[src/rtl/mws_pkg.sv]
// shared types, codes and helper functions of the motor waggle sequencer
package mws_pkg;

    localparam logic [1:0] MODE_TICK  = 2'd0;
    localparam logic [1:0] MODE_START = 2'd1;
    localparam logic [1:0] MODE_STOP  = 2'd2;
    localparam logic [1:0] MODE_NONE  = 2'd3;

    localparam logic [1:0] PH_BEGIN = 2'd0;
    localparam logic [1:0] PH_OSC   = 2'd1;
    localparam logic [1:0] PH_DELAY = 2'd2;
    localparam logic [1:0] PH_DONE  = 2'd3;

    localparam int UPC_W = 4;

    localparam logic [UPC_W-1:0] UPC_TICK   = 4'd0;
    localparam logic [UPC_W-1:0] UPC_STOP   = 4'd1;
    localparam logic [UPC_W-1:0] UPC_NOP    = 4'd2;
    localparam logic [UPC_W-1:0] UPC_LOAD   = 4'd3;
    localparam logic [UPC_W-1:0] UPC_PQ     = 4'd4;
    localparam logic [UPC_W-1:0] UPC_PHALF  = 4'd5;
    localparam logic [UPC_W-1:0] UPC_WAIT   = 4'd6;
    localparam logic [UPC_W-1:0] UPC_LREM   = 4'd7;
    localparam logic [UPC_W-1:0] UPC_LQ     = 4'd8;
    localparam logic [UPC_W-1:0] UPC_LLAST  = 4'd9;
    localparam logic [UPC_W-1:0] UPC_DQ     = 4'd10;
    localparam logic [UPC_W-1:0] UPC_DPAUSE = 4'd11;

    localparam logic [1:0] X_HOLD    = 2'd0;
    localparam logic [1:0] X_PERIOD  = 2'd1;
    localparam logic [1:0] X_HALFREM = 2'd2;
    localparam logic [1:0] X_DELAY   = 2'd3;

    localparam logic [1:0] DST_NONE  = 2'd0;
    localparam logic [1:0] DST_HALF  = 2'd1;
    localparam logic [1:0] DST_LAST  = 2'd2;
    localparam logic [1:0] DST_PAUSE = 2'd3;

    localparam logic [2:0] ACT_NONE = 3'd0;
    localparam logic [2:0] ACT_LOAD = 3'd1;
    localparam logic [2:0] ACT_TICK = 3'd2;
    localparam logic [2:0] ACT_STOP = 3'd3;
    localparam logic [2:0] ACT_ARM  = 3'd4;

    localparam int DIV_NUM_W = 16;
    localparam int DIV_DEN_W = 10;

    typedef struct packed {
        logic [1:0] xsel;
        logic       mq;
        logic [1:0] dst;
        logic       div_go;
        logic       wait_div;
        logic [2:0] act;
        logic       fin;
    } ctrl_t;

    typedef struct packed {
        logic        fwd;
        logic [12:0] pulse;
    } motor_t;

    // floor(x / 255) for x below 65280
    function automatic logic [7:0] div255(input logic [15:0] x);
        logic [16:0] s;
        s = {1'b0, x} + 17'd1 + {9'd0, x[15:8]};
        return s[15:8];
    endfunction

    function automatic motor_t drive_motor(input logic neg, input logic [6:0] mag,
                                           input logic [15:0] pwm);
        logic [12:0] m40;
        logic [16:0] diff;
        motor_t      r;
        m40  = 13'(mag) * 13'd40;
        diff = {1'b0, pwm} - {4'd0, m40};
        if (mag == 7'd0)
        begin
            r.fwd   = 1'b1;
            r.pulse = pwm[12:0];
        end
        else if (!neg)
        begin
            r.fwd   = 1'b1;
            r.pulse = diff[16] ? 13'd0 : diff[12:0];
        end
        else
        begin
            r.fwd   = 1'b0;
            r.pulse = m40;
        end
        return r;
    endfunction

endpackage

[src/rtl/mws_ucode_rom.sv]
// control store of the sequencer: one control word per program step
module mws_ucode_rom (
    input  logic [mws_pkg::UPC_W-1:0] upc,
    output mws_pkg::ctrl_t            cw
);

    always_comb
    begin
        cw = '0;
        unique case (upc)
            mws_pkg::UPC_TICK:
            begin
                cw.act = mws_pkg::ACT_TICK;
                cw.fin = 1'b1;
            end
            mws_pkg::UPC_STOP:
            begin
                cw.act = mws_pkg::ACT_STOP;
                cw.fin = 1'b1;
            end
            mws_pkg::UPC_NOP:
            begin
                cw.fin = 1'b1;
            end
            mws_pkg::UPC_LOAD:
            begin
                cw.act  = mws_pkg::ACT_LOAD;
                cw.xsel = mws_pkg::X_PERIOD;
            end
            mws_pkg::UPC_PQ:
            begin
                cw.mq = 1'b1;
            end
            mws_pkg::UPC_PHALF:
            begin
                cw.dst    = mws_pkg::DST_HALF;
                cw.div_go = 1'b1;
            end
            mws_pkg::UPC_WAIT:
            begin
                cw.wait_div = 1'b1;
            end
            mws_pkg::UPC_LREM:
            begin
                cw.xsel = mws_pkg::X_HALFREM;
            end
            mws_pkg::UPC_LQ:
            begin
                cw.mq = 1'b1;
            end
            mws_pkg::UPC_LLAST:
            begin
                cw.dst  = mws_pkg::DST_LAST;
                cw.xsel = mws_pkg::X_DELAY;
            end
            mws_pkg::UPC_DQ:
            begin
                cw.mq = 1'b1;
            end
            mws_pkg::UPC_DPAUSE:
            begin
                cw.dst = mws_pkg::DST_PAUSE;
                cw.act = mws_pkg::ACT_ARM;
                cw.fin = 1'b1;
            end
            default:
            begin
                cw.fin = 1'b1;
            end
        endcase
    end

endmodule

[src/rtl/mws_divider.sv]
// bit-serial restoring divider giving the remainder, one quotient bit per cycle
module mws_divider (
    input  logic                          clk,
    input  logic                          rst_n,
    input  logic                          start,
    input  logic [mws_pkg::DIV_NUM_W-1:0] num,
    input  logic [mws_pkg::DIV_DEN_W-1:0] den,
    output logic                          busy,
    output logic [mws_pkg::DIV_DEN_W-1:0] rem
);

    localparam int CNT_W = $clog2(mws_pkg::DIV_NUM_W);

    logic                          busy_reg, busy_next;
    logic [CNT_W-1:0]              cnt_reg, cnt_next;
    logic [mws_pkg::DIV_NUM_W-1:0] num_reg, num_next;
    logic [mws_pkg::DIV_DEN_W-1:0] den_reg, den_next;
    logic [mws_pkg::DIV_DEN_W-1:0] rem_reg, rem_next;
    logic [mws_pkg::DIV_DEN_W:0]   trial;
    logic [mws_pkg::DIV_DEN_W:0]   diff;

    always_comb
    begin
        busy_next = busy_reg;
        cnt_next  = cnt_reg;
        num_next  = num_reg;
        den_next  = den_reg;
        rem_next  = rem_reg;
        trial     = {rem_reg, num_reg[mws_pkg::DIV_NUM_W-1]};
        diff      = trial - {1'b0, den_reg};
        if (start)
        begin
            busy_next = 1'b1;
            cnt_next  = CNT_W'(mws_pkg::DIV_NUM_W - 1);
            num_next  = num;
            den_next  = den;
            rem_next  = '0;
        end
        else if (busy_reg)
        begin
            num_next = {num_reg[mws_pkg::DIV_NUM_W-2:0], 1'b0};
            if (trial >= {1'b0, den_reg})
                rem_next = diff[mws_pkg::DIV_DEN_W-1:0];
            else
                rem_next = trial[mws_pkg::DIV_DEN_W-1:0];
            if (cnt_reg == '0)
                busy_next = 1'b0;
            else
                cnt_next = cnt_reg - CNT_W'(1);
        end
    end

    always_ff @(posedge clk or negedge rst_n)
    begin
        if (!rst_n)
        begin
            busy_reg <= 1'b0;
            cnt_reg  <= '0;
        end
        else
        begin
            busy_reg <= busy_next;
            cnt_reg  <= cnt_next;
        end
    end

    always_ff @(posedge clk)
    begin
        num_reg <= num_next;
        den_reg <= den_next;
        rem_reg <= rem_next;
    end

    assign busy = busy_reg;
    assign rem  = rem_reg;

endmodule

[src/rtl/motor_waggle_sequencer.sv]
// top level: microcoded two-motor waggle and shiver pattern sequencer
//
// input beats (s_*): s_tuser carries the kind of item (tick, start, stop, unused);
// a start beat carries the pattern in s_tdata. every input beat gives exactly
// one output beat (m_*) with both motor drives and the phase after the item.
// a step counter walks a short program in the control store; each item runs its
// own program, one item at a time. tick, stop and unused beats take one program
// step. a start beat runs eight program steps plus a wait step that holds while
// the remainder unit (one bit per cycle) works; for every item the result is
// registered when its last step executes, and the next item is taken after that.
// the result sits in the motor and phase registers, so the next item is taken
// while m_tvalid is still high; the program stalls on its last step if the
// previous beat has not been taken yet, and s_tready stays low meanwhile.
// reset puts the phase in done and both motors forward at full pulse width.
module motor_waggle_sequencer #(
    parameter int TICK_MS       = 10,
    parameter int PWM_PERIOD_US = 5080
) (
    input  logic        clk,
    input  logic        rst_n,
    input  logic        s_tvalid,
    output logic        s_tready,
    input  logic [1:0]  s_tuser,   // mode
    input  logic [55:0] s_tdata,   // shiver, intensity, duration_ms, repeats, delay_ms
    output logic        m_tvalid,
    input  logic        m_tready,
    output logic [31:0] m_tdata    // left_forward, left_pulse_us, right_forward,
                                   // right_pulse_us, phase
);

    localparam logic [6:0]  TICK_V  = 7'(TICK_MS);
    localparam logic [15:0] PWM_V   = 16'(PWM_PERIOD_US);
    localparam int          TICK_LG = $clog2(TICK_MS);
    localparam int          SH      = 16 + TICK_LG;
    localparam int          RECIP_W = SH + 1;
    localparam int          PROD_W  = 16 + RECIP_W;
    localparam logic [RECIP_W-1:0] RECIP =
        RECIP_W'(((64'd1 << SH) + 64'(TICK_MS) - 64'd1) / 64'(TICK_MS));

    mws_pkg::ctrl_t cw;
    logic           accept;
    logic           stall;
    logic           exec;
    logic           div_busy;
    logic [mws_pkg::DIV_DEN_W-1:0] div_rem;
    logic [mws_pkg::DIV_DEN_W-1:0] div_den;

    logic                    busy_reg, busy_next;
    logic [mws_pkg::UPC_W-1:0] upc_reg, upc_next;
    logic                    out_valid_reg, out_valid_next;
    logic [1:0]              phase_reg, phase_next;
    logic                    swing_reg, swing_next;
    mws_pkg::motor_t         left_reg, left_next;
    mws_pkg::motor_t         right_reg, right_next;

    logic        in_shiver_reg;
    logic [7:0]  in_intensity_reg;
    logic [15:0] in_duration_reg;
    logic [7:0]  in_repeats_reg;
    logic [15:0] in_delay_reg;

    logic [6:0]  drive_reg, drive_next;
    logic [15:0] burst_len_reg, burst_len_next;
    logic [15:0] burst_left_reg, burst_left_next;
    logic [8:0]  half_period_reg, half_period_next;
    logic [8:0]  last_half_reg, last_half_next;
    logic signed [9:0] half_left_reg, half_left_next;
    logic [7:0]  repeats_left_reg, repeats_left_next;
    logic [15:0] pause_len_reg, pause_len_next;
    logic [15:0] pause_left_reg, pause_left_next;
    logic [15:0] x_reg, x_next;
    logic [15:0] q_reg, q_next;

    logic [7:0]        inv_int;
    logic [8:0]        period_raw;
    logic [6:0]        drive_raw;
    logic [PROD_W-1:0] prod;
    logic [22:0]       qt_full;
    logic [15:0]       qt;

    mws_ucode_rom u_rom (
        .upc (upc_reg),
        .cw  (cw)
    );

    mws_divider u_div (
        .clk   (clk),
        .rst_n (rst_n),
        .start (exec && cw.div_go),
        .num   (burst_len_reg),
        .den   (div_den),
        .busy  (div_busy),
        .rem   (div_rem)
    );

    assign s_tready = !busy_reg;
    assign accept   = s_tvalid && !busy_reg;
    assign stall    = (cw.fin && out_valid_reg && !m_tready) || (cw.wait_div && div_busy);
    assign exec     = busy_reg && !stall;

    // period and drive level from the intensity, constant divisions by 255
    always_comb
    begin
        inv_int   = 8'd255 - in_intensity_reg;
        drive_raw = 7'(mws_pkg::div255({2'b00, in_intensity_reg, 6'b000000})) + 7'd63;
        if (in_shiver_reg)
            period_raw = 9'(mws_pkg::div255(16'(inv_int) * 16'd50)) + 9'd50;
        else
            period_raw = 9'(inv_int) + 9'(mws_pkg::div255(16'(inv_int) * 16'd145))
                       + 9'd100;
    end

    // rounding down to whole ticks: reciprocal quotient, then quotient times tick
    assign prod    = PROD_W'(x_reg) * PROD_W'(RECIP);
    assign qt_full = 23'(q_reg) * 23'(TICK_V);
    assign qt      = qt_full[15:0];
    assign div_den = {qt[8:0], 1'b0};

    always_comb
    begin
        logic [1:0]        ph;
        logic [7:0]        rep;
        logic [15:0]       bl;
        logic signed [9:0] hl;
        logic              sw;
        logic [15:0]       pl;

        busy_next         = busy_reg;
        upc_next          = upc_reg;
        out_valid_next    = out_valid_reg;
        phase_next        = phase_reg;
        swing_next        = swing_reg;
        left_next         = left_reg;
        right_next        = right_reg;
        drive_next        = drive_reg;
        burst_len_next    = burst_len_reg;
        burst_left_next   = burst_left_reg;
        half_period_next  = half_period_reg;
        last_half_next    = last_half_reg;
        half_left_next    = half_left_reg;
        repeats_left_next = repeats_left_reg;
        pause_len_next    = pause_len_reg;
        pause_left_next   = pause_left_reg;
        x_next            = x_reg;
        q_next            = q_reg;

        ph  = phase_reg;
        rep = repeats_left_reg;
        bl  = burst_left_reg;
        hl  = half_left_reg;
        sw  = swing_reg;
        pl  = pause_left_reg;

        if (m_tready)
            out_valid_next = 1'b0;

        if (accept)
        begin
            busy_next = 1'b1;
            unique case (s_tuser)
                mws_pkg::MODE_TICK:  upc_next = mws_pkg::UPC_TICK;
                mws_pkg::MODE_START: upc_next = mws_pkg::UPC_LOAD;
                mws_pkg::MODE_STOP:  upc_next = mws_pkg::UPC_STOP;
                mws_pkg::MODE_NONE:  upc_next = mws_pkg::UPC_NOP;
            endcase
        end

        if (exec)
        begin
            if (cw.fin)
            begin
                busy_next      = 1'b0;
                out_valid_next = 1'b1;
            end
            else
                upc_next = upc_reg + mws_pkg::UPC_W'(1);

            if (cw.mq)
                q_next = prod[SH +: 16];

            unique case (cw.xsel)
                mws_pkg::X_HOLD:    x_next = x_reg;
                mws_pkg::X_PERIOD:  x_next = 16'(period_raw);
                mws_pkg::X_HALFREM: x_next = (half_period_reg == 9'd0) ? 16'd0
                                           : 16'(div_rem[mws_pkg::DIV_DEN_W-1:1]);
                mws_pkg::X_DELAY:   x_next = in_delay_reg;
            endcase

            unique case (cw.dst)
                mws_pkg::DST_NONE:
                begin
                end
                mws_pkg::DST_HALF:
                begin
                    half_period_next = qt[8:0];
                    half_left_next   = $signed({1'b0, qt[8:0]});
                end
                mws_pkg::DST_LAST:
                begin
                    last_half_next = qt[8:0];
                end
                mws_pkg::DST_PAUSE:
                begin
                    pause_len_next  = qt;
                    pause_left_next = qt;
                end
            endcase

            unique case (cw.act)
                mws_pkg::ACT_LOAD:
                begin
                    drive_next        = drive_raw;
                    burst_len_next    = in_duration_reg;
                    burst_left_next   = in_duration_reg;
                    repeats_left_next = in_repeats_reg;
                    swing_next        = 1'b1;
                end
                mws_pkg::ACT_ARM:
                begin
                    phase_next = mws_pkg::PH_BEGIN;
                end
                mws_pkg::ACT_STOP:
                begin
                    left_next  = mws_pkg::drive_motor(1'b0, 7'd0, PWM_V);
                    right_next = mws_pkg::drive_motor(1'b0, 7'd0, PWM_V);
                    phase_next = mws_pkg::PH_DONE;
                end
                mws_pkg::ACT_TICK:
                begin
                    if (ph == mws_pkg::PH_BEGIN)
                    begin
                        if (rep != 8'd0)
                        begin
                            rep = rep - 8'd1;
                            ph  = mws_pkg::PH_OSC;
                            bl  = burst_len_reg;
                            hl  = $signed({1'b0, half_period_reg});
                            sw  = 1'b1;
                        end
                        else
                            ph = mws_pkg::PH_DONE;
                    end
                    if (ph == mws_pkg::PH_OSC)
                    begin
                        if (bl >= 16'(TICK_V))
                        begin
                            if (hl < $signed({3'b000, TICK_V}))
                            begin
                                if (bl > 16'({last_half_reg, 1'b0}))
                                    hl = $signed({1'b0, half_period_reg});
                                else
                                    hl = $signed({1'b0, last_half_reg});
                                sw = !sw;
                            end
                            left_next  = mws_pkg::drive_motor(!sw, drive_reg, PWM_V);
                            right_next = mws_pkg::drive_motor(sw, drive_reg, PWM_V);
                            bl = bl - 16'(TICK_V);
                            hl = hl - $signed({3'b000, TICK_V});
                        end
                        else
                        begin
                            left_next  = mws_pkg::drive_motor(1'b0, 7'd0, PWM_V);
                            right_next = mws_pkg::drive_motor(1'b0, 7'd0, PWM_V);
                            if (rep != 8'd0)
                            begin
                                ph = mws_pkg::PH_DELAY;
                                pl = pause_len_reg;
                            end
                            else
                                ph = mws_pkg::PH_DONE;
                        end
                    end
                    else if (ph == mws_pkg::PH_DELAY)
                    begin
                        if (pl >= 16'(TICK_V))
                            pl = pl - 16'(TICK_V);
                        else
                            ph = mws_pkg::PH_BEGIN;
                    end
                    phase_next        = ph;
                    repeats_left_next = rep;
                    burst_left_next   = bl;
                    half_left_next    = hl;
                    swing_next        = sw;
                    pause_left_next   = pl;
                end
                default:
                begin
                end
            endcase
        end
    end

    always_ff @(posedge clk or negedge rst_n)
    begin
        if (!rst_n)
        begin
            busy_reg      <= 1'b0;
            upc_reg       <= mws_pkg::UPC_NOP;
            out_valid_reg <= 1'b0;
            phase_reg     <= mws_pkg::PH_DONE;
            swing_reg     <= 1'b1;
            left_reg      <= '{fwd: 1'b1, pulse: PWM_V[12:0]};
            right_reg     <= '{fwd: 1'b1, pulse: PWM_V[12:0]};
        end
        else
        begin
            busy_reg      <= busy_next;
            upc_reg       <= upc_next;
            out_valid_reg <= out_valid_next;
            phase_reg     <= phase_next;
            swing_reg     <= swing_next;
            left_reg      <= left_next;
            right_reg     <= right_next;
        end
    end

    always_ff @(posedge clk)
    begin
        if (accept)
        begin
            in_shiver_reg    <= s_tdata[0];
            in_intensity_reg <= s_tdata[8:1];
            in_duration_reg  <= s_tdata[24:9];
            in_repeats_reg   <= s_tdata[32:25];
            in_delay_reg     <= s_tdata[48:33];
        end
        drive_reg        <= drive_next;
        burst_len_reg    <= burst_len_next;
        burst_left_reg   <= burst_left_next;
        half_period_reg  <= half_period_next;
        last_half_reg    <= last_half_next;
        half_left_reg    <= half_left_next;
        repeats_left_reg <= repeats_left_next;
        pause_len_reg    <= pause_len_next;
        pause_left_reg   <= pause_left_next;
        x_reg            <= x_next;
        q_reg            <= q_next;
    end

    assign m_tvalid = out_valid_reg;
    assign m_tdata  = {2'b00, phase_reg, right_reg.pulse, right_reg.fwd,
                       left_reg.pulse, left_reg.fwd};

endmodule

[config.mk]
export PLATFORM = sky130hd
export DESIGN_NAME = motor_waggle_sequencer
export DESIGN_NICKNAME = d
export VERILOG_FILES = /design/src/rtl/mws_pkg.sv /design/src/rtl/mws_ucode_rom.sv /design/src/rtl/mws_divider.sv /design/src/rtl/motor_waggle_sequencer.sv
export SDC_FILE = /design/constraint.sdc
export NUM_CORES = 1
export LEC_CHECK = 0
export ABC_CLOCK_PERIOD_IN_PS = 6200
export BUFFER_PORTS_ARGS = -buffer_cell sky130_fd_sc_hd__buf_2
export CORE_UTILIZATION = 25
export CTS_CLUSTER_SIZE = 24
export DETAILED_ROUTE_END_ITERATION = 8
export MAX_ROUTING_LAYER = met4
export PLACE_DENSITY = 0.45
export SETUP_SLACK_MARGIN = 0.3
export SLEW_MARGIN = 20
export SYNTH_ARGS = -nofsm -noshare
export SYNTH_HDL_FRONTEND = slang
export SYNTH_SLANG_ARGS = --single-unit
[constraint.sdc]
create_clock -name clk -period 6.2 [get_ports clk]
set_clock_uncertainty 0.05 [all_clocks]
set_input_delay 0.31 -clock clk [delete_from_list [all_inputs] [get_ports clk]]
set_output_delay 0.31 -clock clk [all_outputs]
set_load 0.02 [all_outputs]
==> summary by stage <==
Timing
Setup slack on the critical path of the routed design comes to 0.333 ns. Headroom to the max-slew limit came out at 0.305. The number of setup violations in the final report is 0. The count of endpoints failing hold in the final timing report came to 0. Dividing the final minimum period by the clock period gives 0.946. The final-report max-slew violation count is 0. The transition time at the pin with the least slew margin is 1.04 ns. Static timing analysis puts the maximum clock frequency at 0.170 GHz. The final total negative setup slack is 0 ns. Setup repair after global routing could not meet its margin everywhere. The shortest period the worst path allows is slightly below 6 ns.

Global routing
The initial antenna violation count is 2. The largest net degree at the start of global routing is 46. In the global route stage, overall resource usage came out at 0.127. The global-route wire length before repair is 78600 um. The number of global-route vias before repair is 14600. The total overflow left after global routing is 0.

Worst setup path
The type of the worst setup path is flop to flop. The launch point of the worst reg-to-reg path is in_intensity_reg[3]$_DFFE_PP_. The kind of end point of the critical path is a flop.

The depth of the critical timing path with buffers and inverters included is 31. The dominant cell type by count on the critical path is sky130_fd_sc_hd__ha_1. The endpoint identified for the worst register-to-register timing path is x_reg[8]$_DFFE_PP_. On the worst path, the slowest cell contributes a delay of about 0.40 ns. The worst reg-to-reg setup slack is 0.33 ns. The number of cells on the worst reg-to-reg path is 31. The critical path contains buffers and inverters numbering 5 combined. The kind of start point of the critical path is a flop.

The worst endpoint required time is 6.48 ns. The kind of cell with the highest combined delay along the critical path is adder cells. The data arrival time of the critical path is 6.15 ns.

The largest individual stage delay along the critical path comes from the cell sky130_fd_sc_hd__edfxtp_1. Of all nets on the critical path, the largest fanout is 3.

Finish
Compared with the post-synthesis result, the final layout area differs by 22.4%. The finished cells cover 24000 sq um. The repair_antennas step left the layout with diodes totalling 0. The count of nets after finishing is between 2000 and 3000. The flip-flop count of the largest register after layout is 22. In the layout the commonest cells are 263 x sky130_fd_sc_hd__ha_1, 214 x sky130_fd_sc_hd__inv_1, 204 x sky130_fd_sc_hd__edfxtp_1. The ratio of cells with drive above 1 in the final layout is 0.173.

Once layout is complete, the cells apart from fillers number between 3000 and 4000. The library cell used most frequently in the layout, excluding fill and tap cells, is sky130_fd_sc_hd__ha_1.

Synth
The netlist area before placement is 19600 sq um. The fraction of registers with async set/reset is 0.144. The post-synthesis sequential area ratio is 0.370. Ranked by total cell area, the synthesized netlist is headed by sky130_fd_sc_hd__edfxtp_1 31%, sky130_fd_sc_hd__ha_1 18%, sky130_fd_sc_hd__fa_1 9.1%.

The count of flip-flops with a built-in enable after synthesis is about 200. After synthesis, the netlist uses 81 different library cells. For this run, the leading register cell type out of synthesis is sky130_fd_sc_hd__edfxtp_1.

The post-synthesis average cell area is 10.4 sq um. The synthesized design spends more area on one cell type than any other, namely sky130_fd_sc_hd__edfxtp_1. The number of instances in the synthesized netlist is 1890.

The Yosys warning count is 0. In this run, synthesis produced a sequential element count of between 200 and 300. The portion of synthesized cell area occupied by the leading cell type is 0.312.

Die
For this configuration, the core starts out at a cell density of 0.253. The die is 282 um tall. From left edge to right edge, the die measures 282 um. The die covers a little under 80000 sq um. The number of top-level design ports is 96.

The core box area is approximately 78000 sq um. The number of placement rows is 102.

Routing
The average via count per standard cell is approximately 4.5. The routed design has 49200 um of wire. The routed length on met1 is around 24000 um. For this block, the initial DRC count from the detailed router was about 730. In this run the remaining antenna-violating nets after routing total 0.

The vias after detailed routing is 14200. The first TritonRoute pass finished after 7 iterations. In the final routed layout, each cell accounts on average for 15.5 um. In the detailed route, the total length drawn on met2 is around 23000 um. The top layer reached by signal wires is met4. For this run, design rule violations remaining after detail routing come to 0. The met3 wirelength from detailed routing is about 1500 um.

Clocking
The clock reaches the later pin of the worst-skew pair after 0.60 ns. Clock-pin slew was measured on the worst setup and hold paths at 0.06 ns. For this design, the sink count on the clock tree is 250. The number of buffers created by CTS is 30. The CTS tree is done. The cell sitting at the root of the clock tree is a sky130_fd_sc_hd__clkbuf_16. The depth of the CTS H-tree is 1.

The largest buffer count on any clock path is 3.

Place
Once placement finished, the instance area stood at 21700 sq um. The number of I/O port buffers is 80. Routability-driven placement finished with a final weighted congestion of between 0.8 and 0.9.

The worst setup slack after placement is 0.00449 ns. The total half-perimeter wirelength after legalization and detailed placement is 37700 um. The number of placed instances with taps included is 3023.

Min path
Counting instances, the worst hold path has a depth of 3. The path type of the worst min-delay path is primary input to flop. The worst hold path begins at m_tready. The end of the worst hold path is m_tvalid$_DFF_PN0_.

Job
The tool flagged a number of max-cap violations equal to 0.

Outcome
The run finished with clean final reports.
==> layer usage <==
metal  up-vias  global-route usage
li1       7071                   -
met1      6913               0.170
met2       176               0.209
met3        47              0.0150
met4         0              0.0206
met5         -                   -
==> per-stage QoR <==
stage	hold slack (ns)	utilization
5_1_grt	0.149	0.310
2_1_floorplan	-0.0356	-
3_5_place_dp	0.385	0.280
4_1_cts	0.121	0.305
6_report	0.155	0.310
3_3_place_gp	0.391	0.280
==> cell type report <==
class	count	area, sq um
clock buffer	37	777
clock inverter	19	251
fill	8030	53600
inverter	230	873
multi-input combinational	1363	11900
sequential	250	7250
tap	1040	1300
timing repair buffer	232	1700
==> cell usage after synthesis, drive strengths merged, types with 5 or more instances <==
master,instances
a211oi,7
a21o,24
a21oi,97
a222oi,5
a22o,5
a31oi,14
and2,9
and3,19
buf,14
clkbuf,40
dfrtp,16
dfstp,20
dfxtp,10
edfxtp,204
fa,89
ha,288
inv,229
mux2,9
mux2i,33
nand2,162
nand2b,15
nand3,34
nand4,11
nor2,130
nor2b,13
nor3,38
nor4,10
o21a,12
o21ai,102
o21bai,10
o31ai,15
or3,17
xnor2,81
xor2,30
==> worst min-delay path: stages <==
cell	delay [ns]
sky130_fd_sc_hd__buf_2	0.08
sky130_fd_sc_hd__nand2b_1	0.23
sky130_fd_sc_hd__o21ai_0	0.13
==> logic make-up after synthesis <==
family / share of synthesized area
compound gates: 0.111
flops: 0.370
other cells: 0.000191
simple gates: 0.114
buf+inv: 0.0566
fa+ha+maj: 0.276
xor+xnor: 0.0507
mux: 0.0224
==> worst max path at each step <==
| stage | start | to | slack (ns) |
|---|---|---|---|
| floorplan | x_reg[3]$_DFFE_PP_ | q_reg[12]$_DFFE_PP_ | 0.30 |
| global placement | x_reg[4]$_DFFE_PP_ | q_reg[12]$_DFFE_PP_ | 0.02 |
| detailed placement | x_reg[4]$_DFFE_PP_ | q_reg[12]$_DFFE_PP_ | 0.004 |
| CTS | x_reg[2]$_DFFE_PP_ | q_reg[12]$_DFFE_PP_ | 0.29 |
| global route | in_intensity_reg[3]$_DFFE_PP_ | x_reg[8]$_DFFE_PP_ | 0.002 |
| finish | in_intensity_reg[3]$_DFFE_PP_ | x_reg[8]$_DFFE_PP_ | 0.33 |
==> what timing repair did <==
action,4_1_cts,5_1_grt
endpoints found under the hold margin,66,0
hold buffers,51,0
buffers inserted,33,8
pin swaps,32,58
setup endpoints to repair,7,13
gates resized for setup,25,60
Power is not shown: default switching activity piles up to over one toggle a cycle in this logic, so the estimate is an artifact.
